==> config.mk <==
export PLATFORM = sky130hd
export DESIGN_NAME = jpeg_frame_header_parser_core
export DESIGN_NICKNAME = d
export VERILOG_FILES = /design/src/design/jfhp_pkg.sv /design/src/design/jpeg_frame_header_parser_core.sv
export SDC_FILE = /design/constraint.sdc
export NUM_CORES = 1
export LEC_CHECK = 0
export BUFFER_PORTS_ARGS = -buffer_cell sky130_fd_sc_hd__buf_2
export CAP_MARGIN = 20
export CORE_AREA = 2 2 109 111
export CTS_CLUSTER_DIAMETER = 30
export CTS_CLUSTER_SIZE = 16
export DETAILED_ROUTE_END_ITERATION = 8
export DIE_AREA = 0 0 111 113
export GPL_TIMING_DRIVEN = 1
export PLACE_DENSITY_LB_ADDON = 0.1
export SYNTH_ARGS = -nofsm -noshare
export SYNTH_HDL_FRONTEND = slang
export SYNTH_SLANG_ARGS = --single-unit
==> constraint.sdc <==
create_clock -name clk -period 10.05 [get_ports clk]
set_clock_uncertainty 0.15 [all_clocks]
set_input_delay 2.5125 -clock clk [delete_from_list [all_inputs] [get_ports clk]]
set_output_delay 2.5125 -clock clk [all_outputs]
set_load 0.02 [all_outputs]
==> src/design/jfhp_pkg.sv <==
package jfhp_pkg;

  localparam logic [7:0] BYTE_FF    = 8'hFF;
  localparam logic [7:0] BYTE_00    = 8'h00;
  localparam logic [7:0] MARK_SOI   = 8'hD8;
  localparam logic [7:0] MARK_EOI   = 8'hD9;
  localparam logic [7:0] MARK_TEM   = 8'h01;
  localparam logic [7:0] MARK_RST0  = 8'hD0;
  localparam logic [7:0] MARK_RST7  = 8'hD7;
  localparam logic [7:0] MARK_SOS   = 8'hDA;
  localparam logic [7:0] MARK_SOF0  = 8'hC0;
  localparam logic [7:0] MARK_SOF15 = 8'hCF;
  localparam logic [7:0] MARK_DHT   = 8'hC4;
  localparam logic [7:0] MARK_JPG   = 8'hC8;
  localparam logic [7:0] MARK_DAC   = 8'hCC;

  localparam logic [1:0] STATUS_NOT_JPEG = 2'd0;
  localparam logic [1:0] STATUS_NO_DIMS  = 2'd1;
  localparam logic [1:0] STATUS_DIMS     = 2'd2;

  localparam logic [7:0] COMP_DEFAULT = 8'd3;
  localparam logic [2:0] SEEN_MIN     = 3'd4;
  localparam logic [2:0] OFFSET_MAX   = 3'd7;
  localparam logic [15:0] LEN_MIN     = 16'd2;
  localparam logic [15:0] SOF_LEN_MIN = 16'd8;

  localparam int OUT_TDATA_W = 48;

  typedef enum logic [11:0] {
    MODE_HDR0    = 12'b0000_0000_0001,
    MODE_HDR1    = 12'b0000_0000_0010,
    MODE_SEEK    = 12'b0000_0000_0100,
    MODE_FILL    = 12'b0000_0000_1000,
    MODE_LEN_HI  = 12'b0000_0001_0000,
    MODE_LEN_LO  = 12'b0000_0010_0000,
    MODE_BODY    = 12'b0000_0100_0000,
    MODE_ENTROPY = 12'b0000_1000_0000,
    MODE_ENT_FF  = 12'b0001_0000_0000,
    MODE_STOP    = 12'b0010_0000_0000,
    MODE_FOUND   = 12'b0100_0000_0000,
    MODE_BAD     = 12'b1000_0000_0000
  } mode_t;

  typedef struct packed {
    mode_t mode;
    logic  sof;
  } marker_t;

  function automatic logic is_rst(input logic [7:0] b);
    return (b >= MARK_RST0) && (b <= MARK_RST7);
  endfunction

  // decode the byte that follows one or more ff bytes
  function automatic marker_t take_marker(input logic [7:0] b, input logic sof_in);
    marker_t m;
    m.sof = sof_in;
    if (b == BYTE_FF) begin
      m.mode = MODE_FILL;
    end else if (b == MARK_SOI || b == MARK_EOI) begin
      m.mode = MODE_STOP;
    end else if (b == MARK_TEM || is_rst(b)) begin
      m.mode = MODE_SEEK;
    end else if (b == MARK_SOS) begin
      m.mode = MODE_ENTROPY;
    end else begin
      m.sof  = (b >= MARK_SOF0) && (b <= MARK_SOF15) &&
               (b != MARK_DHT) && (b != MARK_JPG) && (b != MARK_DAC);
      m.mode = MODE_LEN_HI;
    end
    return m;
  endfunction

endpackage

==> src/design/jpeg_frame_header_parser_core.sv <==
// Takes a JPEG file one byte per beat on the in_ channel (in_tlast on the final byte) and walks
// its marker segments; on the final byte it sends one beat with status (not JPEG, JPEG without
// dimensions, dimensions found) and the frame width, height and component count from the first
// complete SOF segment. A byte is taken every cycle except while the pipe is held; out_tvalid rises
// once the last byte has passed the registered input stage and the output register. A result waiting
// on out_tready holds the pipe only when the next last byte reaches the parse stage.
module jpeg_frame_header_parser_core (
  input  logic                                clk,
  input  logic                                rst_n,
  input  logic                                in_tvalid,
  output logic                                in_tready,
  input  logic [7:0]                          in_tdata,   // data_byte[7:0]
  input  logic                                in_tlast,   // last_byte
  output logic                                out_tvalid,
  input  logic                                out_tready,
  // status[1:0], width[17:2], height[33:18], components[41:34], zero[47:42]
  output logic [jfhp_pkg::OUT_TDATA_W-1:0]    out_tdata
);

  // input stage
  logic       s1_vld_r;
  logic [7:0] s1_byte_r;
  logic       s1_last_r;
  logic       s1_adv;
  logic       out_free;

  // parse state
  jfhp_pkg::mode_t mode_r, mode_nxt, mode_s;
  logic [2:0]  seen_r, seen_nxt, seen_s;
  logic [15:0] rem_r, rem_nxt, rem_s;
  logic [7:0]  len_hi_r, len_hi_nxt, len_hi_s;
  logic        sof_r, sof_nxt, sof_s;
  logic [2:0]  ofs_r, ofs_nxt, ofs_s;
  logic [15:0] hgt_r, hgt_nxt, hgt_s;
  logic [15:0] wid_r, wid_nxt, wid_s;
  logic [7:0]  comp_r, comp_nxt, comp_s;

  logic [15:0] seg_len;
  logic [15:0] rem_dec;
  jfhp_pkg::marker_t mk;

  logic [1:0]  res_status;
  logic [15:0] res_wid;
  logic [15:0] res_hgt;
  logic [7:0]  res_comp;

  logic                             out_vld_r;
  logic [jfhp_pkg::OUT_TDATA_W-1:0] out_data_r;

  assign out_free  = !out_vld_r || out_tready;
  assign s1_adv    = s1_vld_r && (!s1_last_r || out_free);
  assign in_tready = !s1_vld_r || s1_adv;

  always_ff @(posedge clk) begin
    if (!rst_n) begin
      s1_vld_r <= 1'b0;
    end else if (in_tready) begin
      s1_vld_r <= in_tvalid;
    end
    if (in_tready && in_tvalid) begin
      s1_byte_r <= in_tdata;
      s1_last_r <= in_tlast;
    end
  end

  assign seg_len = {len_hi_r, s1_byte_r};
  assign rem_dec = rem_r - 16'd1;

  always_comb begin
    mode_s   = mode_r;
    seen_s   = seen_r;
    rem_s    = rem_r;
    len_hi_s = len_hi_r;
    sof_s    = sof_r;
    ofs_s    = ofs_r;
    hgt_s    = hgt_r;
    wid_s    = wid_r;
    comp_s   = comp_r;
    mk       = jfhp_pkg::take_marker(s1_byte_r, sof_r);

    if (seen_r < jfhp_pkg::SEEN_MIN) begin
      seen_s = seen_r + 3'd1;
    end

    case (mode_r)
      jfhp_pkg::MODE_HDR0: begin
        mode_s = (s1_byte_r == jfhp_pkg::BYTE_FF) ? jfhp_pkg::MODE_HDR1 : jfhp_pkg::MODE_BAD;
      end
      jfhp_pkg::MODE_HDR1: begin
        mode_s = (s1_byte_r == jfhp_pkg::MARK_SOI) ? jfhp_pkg::MODE_SEEK : jfhp_pkg::MODE_BAD;
      end
      jfhp_pkg::MODE_SEEK: begin
        if (s1_byte_r == jfhp_pkg::BYTE_FF) begin
          mode_s = jfhp_pkg::MODE_FILL;
        end
      end
      jfhp_pkg::MODE_FILL: begin
        mode_s = mk.mode;
        sof_s  = mk.sof;
      end
      jfhp_pkg::MODE_LEN_HI: begin
        len_hi_s = s1_byte_r;
        mode_s   = jfhp_pkg::MODE_LEN_LO;
      end
      jfhp_pkg::MODE_LEN_LO: begin
        if (seg_len < jfhp_pkg::LEN_MIN || (sof_r && seg_len < jfhp_pkg::SOF_LEN_MIN)) begin
          mode_s = jfhp_pkg::MODE_STOP;
        end else begin
          rem_s  = seg_len - jfhp_pkg::LEN_MIN;
          ofs_s  = 3'd0;
          mode_s = (seg_len == jfhp_pkg::LEN_MIN) ? jfhp_pkg::MODE_SEEK : jfhp_pkg::MODE_BODY;
        end
      end
      jfhp_pkg::MODE_BODY: begin
        if (sof_r) begin
          case (ofs_r)
            3'd1:    hgt_s  = {s1_byte_r, 8'h00};
            3'd2:    hgt_s  = {hgt_r[15:8], s1_byte_r};
            3'd3:    wid_s  = {s1_byte_r, 8'h00};
            3'd4:    wid_s  = {wid_r[15:8], s1_byte_r};
            3'd5:    comp_s = s1_byte_r;
            default: ;
          endcase
        end
        if (ofs_r < jfhp_pkg::OFFSET_MAX) begin
          ofs_s = ofs_r + 3'd1;
        end
        rem_s = rem_dec;
        if (rem_dec == 16'd0) begin
          mode_s = sof_r ? jfhp_pkg::MODE_FOUND : jfhp_pkg::MODE_SEEK;
        end
      end
      jfhp_pkg::MODE_ENTROPY: begin
        if (s1_byte_r == jfhp_pkg::BYTE_FF) begin
          mode_s = jfhp_pkg::MODE_ENT_FF;
        end
      end
      jfhp_pkg::MODE_ENT_FF: begin
        // stuffed zero or restart keeps us in scan data
        if (s1_byte_r == jfhp_pkg::BYTE_00 || jfhp_pkg::is_rst(s1_byte_r)) begin
          mode_s = jfhp_pkg::MODE_ENTROPY;
        end else begin
          mode_s = mk.mode;
          sof_s  = mk.sof;
        end
      end
      default: ;
    endcase

    if (seen_s < jfhp_pkg::SEEN_MIN || mode_s == jfhp_pkg::MODE_BAD ||
        mode_s == jfhp_pkg::MODE_HDR0 || mode_s == jfhp_pkg::MODE_HDR1) begin
      res_status = jfhp_pkg::STATUS_NOT_JPEG;
      res_wid    = 16'd0;
      res_hgt    = 16'd0;
      res_comp   = jfhp_pkg::COMP_DEFAULT;
    end else if (mode_s == jfhp_pkg::MODE_FOUND) begin
      res_status = jfhp_pkg::STATUS_DIMS;
      res_wid    = wid_s;
      res_hgt    = hgt_s;
      res_comp   = comp_s;
    end else begin
      res_status = jfhp_pkg::STATUS_NO_DIMS;
      res_wid    = 16'd0;
      res_hgt    = 16'd0;
      res_comp   = jfhp_pkg::COMP_DEFAULT;
    end

    // end of file puts everything back for the next file
    if (s1_last_r) begin
      mode_nxt   = jfhp_pkg::MODE_HDR0;
      seen_nxt   = 3'd0;
      rem_nxt    = 16'd0;
      len_hi_nxt = 8'd0;
      sof_nxt    = 1'b0;
      ofs_nxt    = 3'd0;
      hgt_nxt    = 16'd0;
      wid_nxt    = 16'd0;
      comp_nxt   = jfhp_pkg::COMP_DEFAULT;
    end else begin
      mode_nxt   = mode_s;
      seen_nxt   = seen_s;
      rem_nxt    = rem_s;
      len_hi_nxt = len_hi_s;
      sof_nxt    = sof_s;
      ofs_nxt    = ofs_s;
      hgt_nxt    = hgt_s;
      wid_nxt    = wid_s;
      comp_nxt   = comp_s;
    end
  end

  always_ff @(posedge clk) begin
    if (!rst_n) begin
      mode_r   <= jfhp_pkg::MODE_HDR0;
      seen_r   <= 3'd0;
      rem_r    <= 16'd0;
      len_hi_r <= 8'd0;
      sof_r    <= 1'b0;
      ofs_r    <= 3'd0;
      hgt_r    <= 16'd0;
      wid_r    <= 16'd0;
      comp_r   <= jfhp_pkg::COMP_DEFAULT;
    end else if (s1_adv) begin
      mode_r   <= mode_nxt;
      seen_r   <= seen_nxt;
      rem_r    <= rem_nxt;
      len_hi_r <= len_hi_nxt;
      sof_r    <= sof_nxt;
      ofs_r    <= ofs_nxt;
      hgt_r    <= hgt_nxt;
      wid_r    <= wid_nxt;
      comp_r   <= comp_nxt;
    end
  end

  always_ff @(posedge clk) begin
    if (!rst_n) begin
      out_vld_r <= 1'b0;
    end else if (out_free) begin
      out_vld_r <= s1_adv && s1_last_r;
    end
    if (out_free && s1_adv && s1_last_r) begin
      out_data_r <= {6'd0, res_comp, res_hgt, res_wid, res_status};
    end
  end

  assign out_tvalid = out_vld_r;
  assign out_tdata  = out_data_r;

endmodule

After elaboration in Yosys (flattened, before gate mapping):

Index checks and enable logic that the tools add are counted.

* $add $sub $neg: 4
* multiply operators: 0
* div/mod/pow operators: 0
* order comparisons: 9
* eq/ne operators: 30
* shifts and indexed selects: 0
* multiplexer cells: 46
* bitwise operators: 1
* reductions and logical operators: 34

Operators with widths (number)
* 2-to-1 mux 16 bit: 8
* one-hot mux 12 bit (9 select lines): 1
* 2-to-1 mux 12 bit: 8
* one-hot mux 16 bit (2 select lines): 3
* 2-to-1 mux 8 bit: 8
* equality test 8 bit (second input constant): 4
* equality test 12 x 1 -> 1 bit (second input constant): 2
* equality test 12 x 2 -> 1 bit (second input constant): 2
* != test 8 bit (second input constant): 3
* 2-to-1 mux 10 bit: 2
* equality test 16 x 2 -> 1 bit (second input constant): 1
* greater-or-equal comparator 8 bit (second input constant): 2
* less-or-equal comparator 8 bit (second input constant): 2
* zero test 16 bit: 1
* less-than comparator 16 x 2 -> 1 bit (second input constant): 1
* less-than comparator 16 x 4 -> 1 bit (second input constant): 1
* subtractor 16 x 1 -> 16 bit (second input constant): 1
* subtractor 16 x 2 -> 16 bit (second input constant): 1
* 2-to-1 mux 3 bit: 5
* equality test 12 x 11 -> 1 bit (second input constant): 1
* equality test 12 bit (second input constant): 1
* equality test 12 x 3 -> 1 bit (second input constant): 1
* equality test 12 x 4 -> 1 bit (second input constant): 1
* equality test 12 x 5 -> 1 bit (second input constant): 1
* other kinds (28): 63

* register bits after elaboration: 136
* latch bits: 0
* RAM bits: 0
* ROM bits: 0
* input bits: 13
* output and inout bits: 50
* word-level logic and storage cells: 139
* memories: 0

Longest topological paths before layout:

* depth in word-level cells: 13
* gate-level depth with buffers: 13
* gate-level depth less buffers: 10

Least setup slack after synthesis:

OpenSTA, ideal clock, no wires.

* kind: input -> output
* start point: input out_tready
* end point: output in_tready
* arrival: 2.932 ns
* required time: 7.388 ns
* slack: 4.455 ns
* stages on the path: 2
* path buffers: 0
* cells stage by stage: nor2b_1 > nand3_1

* word-level cells in the longest chain between the ends: 4

Ends and longest elaborated chain
* start, declared: line jpeg_frame_header_parser_core.sv:15 `input logic out_tready,`
* logical OR 1 bit: line jpeg_frame_header_parser_core.sv:50 `assign out_free = !out_vld_r || out_tready;`
* logical OR 1 bit: line jpeg_frame_header_parser_core.sv:51 `assign s1_adv = s1_vld_r && (!s1_last_r || out_free);`
* logical AND 1 bit: line jpeg_frame_header_parser_core.sv:51
* logical OR 1 bit: line jpeg_frame_header_parser_core.sv:52 `assign in_tready = !s1_vld_r || s1_adv;`
* end, declared: line jpeg_frame_header_parser_core.sv:11 `output logic in_tready,`

No other way between the ends.

Worst setup path after layout:

Same ends and word-level chain as after synthesis.

==> key figures <==
Final layout
  – Most common cell after layout, fill and taps aside: a22oi_1
  – Post-layout util: 71.3%
  – Net count reported at finish: 847
  – Area growth syn-to-layout: 10.7%
  – Commonest cells after routing, fill and taps aside: a22oi_1, nor2_1, dfxtp_1
  – N_diodes: 0
  – Share of cells above drive strength 1: 12.1%

Clocking
  – Inserted Clock Buffers: 17
  – Clock Sinks: 136
  – H-tree Lvls: 4
  – Post-CTS Setup Inserts: 0
  – Worst-Skew Late Latency: 0.43 ns
  – Cts-stage hold buffer count: 0
  – Max Root-Sink Buffers: 2
  – CTS tree: done
  – Resize count post-CTS: 0
  – Clk slew on worst S/H paths: 0.06 ns
  – CTS root buf: clkbuf_16

Setup path
  – CP startpoint kind: input pin
  – CP max FO: 4
  – Highest-delay cell along the critical path: nor2b_1
  – WS Path Type: input pin to primary output
  – Ordered list of cells on the worst path: buf_2 > nor2b_1 > nand3_1 > buf_2
  – Element type at the critical path end: primary output
  – Crit path largest cell delay: 0.24 ns
  – Worst Path Required: 7.39 ns
  – Setup crit start: out_tready
  – RR Startpoint: rem_r[0]$_SDFFE_PN0P_
  – Top cell by count, worst path: buf_2
  – Arrival @ worst endpoint: 3.16 ns

Place
  – Global placer's final weighted congestion: 0.958
  – Detailed placement HPWL: 12.5 mm
  – Number of buffers added on ports: 56

Timing
  – Tightest Pin Transition: 1.07 ns
  – Slew HR: 27.7%
  – Fin crit period: 5.82 ns
  – Setup_tns: 0 ns
  – Final Hold Viols: 0
  – RSZ-0062 raised after global routing: false
  – Max Slew Vio Count: 0
  – FMAX: 172 MHz
  – Final setup viols: 0
  – Fin crit share: 57.9%

Floorplanning
  – Core region area: 11300 sq um
  – IO Count: 63
  – Initial Utilization: 64.4%
  – Die X-Extent: 111 um
  – Row count: 39
  – Die area: 12500 sq um
  – Die Y: 113 um

Yosys
  – Post-synth top flop: dfxtp_1
  – Synth Area in Simple Gates: 24.3%
  – Synth warnings: 0
  – Synth Area in Compound Gates: 20.1%
  – Proportion of synthesized area in mux cells: 0.690%
  – Ys async rst share: 0%
  – Syn Area/Cell: 8.97 sq um
  – Post-synth EDFFs: 51
  – Synth Area in XOR/XNOR: 3.26%
  – Distinct cells, synth: 66
  – Post-Syn Instances: 809
  – Largest family of logic cells by synthesized area: simple AND/OR/NAND/NOR gates
  – Synthesized flop and latch total: 136
  – Register area share after synthesis: 44.5%
  – Post-Syn Area: 7260 sq um
  – Adder-Cell Fraction of Synth Area: 1.72%

Global routing
  – Gr ovfl total: 0
  – Antenna violations before repair: 0
  – First-pass GRT wire length: 30.9 mm
  – Gr usage total: 31.1%
  – Largest net degree at the start of global routing: 82
  – Number of global-route vias before repair: 5962

Drt
  – Routed vias/inst: 6.54
  – Detail Route Antenna Nets: 0
  – Final WL: 19.3 mm
  – 1st-iter DRT viols: 870
  – Wire per inst: 19.7 um
  – Residual DRC: 0
  – Vias: 6405
  – Drt pass-1 iters: 8

Status
  – Status: complete, no violations

Power and ir drop
  – Static Leakage: 2.88 nW
  – VDD IR-drop max: 0.180 mV
  – Tot Pwr: 0.00126 W
  – Pwr dens: 156 nW/um^2

Flow run
  – Max-cap violations: 0

Min path
  – Hold_sp: comp_r[0]$_SDFFE_PN1P_
  – HP Class: register to register
==> stage by stage <==
stage                     std cells  instance area [sq um]  setup WS [ns]  hold slack, ns
final                           980                   8030           4.23           0.369
after global routing            980                   8030           4.16           0.413
after CTS                       980                   8030           4.22           0.370
after detailed placement        948                   7460           4.22           0.356
after global placement          948                   7460           4.29           0.349
after floorplan                 814                   7280           4.46           0.310
==> synthesized netlist by cell type (12+ instances only) <==
library cell  count  share of area (%)
nor2_1           87                4.5
nor4_1           14                1.2
nor2b_1          75                6.5
o21ai_0          33                2.3
nand2_1          50                2.6
a21oi_1          18                1.2
xor2_1           12                1.4
buf_2            12               0.83
dfxtp_1          85                 23
nor3_1           22                1.5
clkbuf_1         45                2.3
nand3_1          17                1.2
xnor2_1          15                1.8
edfxtp_1         51                 21
inv_1            17               0.88
a22oi_1          93                9.6
==> state kept, by name, summed over array words and instances, names as in the netlist <==
| name | count |
|---|---|
| comp_r | 8 |
| seen_r | 3 |
| out_tvalid | 1 |
| s1_byte_r | 8 |
| rem_r | 16 |
| ofs_r | 3 |
| s1_vld_r | 1 |
| len_hi_r | 8 |
| mode_r | 12 |
| wid_r | 16 |
| out_tdata | 42 |
| hgt_r | 16 |
| sof_r | 1 |
| s1_last_r | 1 |
==> critical path, delay by kind of cell <==
kind / cells / cell delay (ns)
buf+inv: 2 / 0.28
simple gates: 2 / 0.38
==> cells by family (layout without fill, tap and decap cells) <==
group,count (synthesis),count (layout)
adders and majority gates,10,10
muxes,5,5
DFF,136,136
and+or+nand+nor,334,334
xor gates and xnor gates,27,27
other,1,6
buffers and inverters,88,111
AOI/OAI and AO/OA,208,208
==> where the power goes <==
part / internal [W] / switching, W / leakage (nW)
clock network: 0.000370 / 0.000238 / 0.280
logic: 0.0000198 / 0.0000395 / 1.37
registers: 0.000575 / 0.0000152 / 1.23
==> final timing paths <==
check,slack (ns),to,cells past startpoint
hold / removal,0.37,comp_r[0]$_SDFFE_PN1P_,2
hold reg to reg,0.37,comp_r[0]$_SDFFE_PN1P_,2
setup / recovery,4.23,in_tready,4
setup reg to reg,5.47,out_tdata[35]$_SDFFCE_PP1P_,11
==> per-layer routing <==
layer  vias up  part of all wire (%)  track usage [%]
li1       2963                     -                -
met1      3038                    44             42.7
met2       347                    45             48.8
met3        57                   7.8             6.59
met4         0                   3.0             12.3
met5         -                     0                0
==> layout make-up <==
type | count | area, sq um
Multi-Input combinational cell | 590 | 3660
Fill cell | 857 | 3240
Sequential cell | 136 | 3230
Clock buffer | 20 | 447
Timing Repair Buffer | 62 | 325
Tap cell | 143 | 179
Clock inverter | 12 | 125
Inverter | 17 | 63.8
Power figures use the tool's default switching activity.
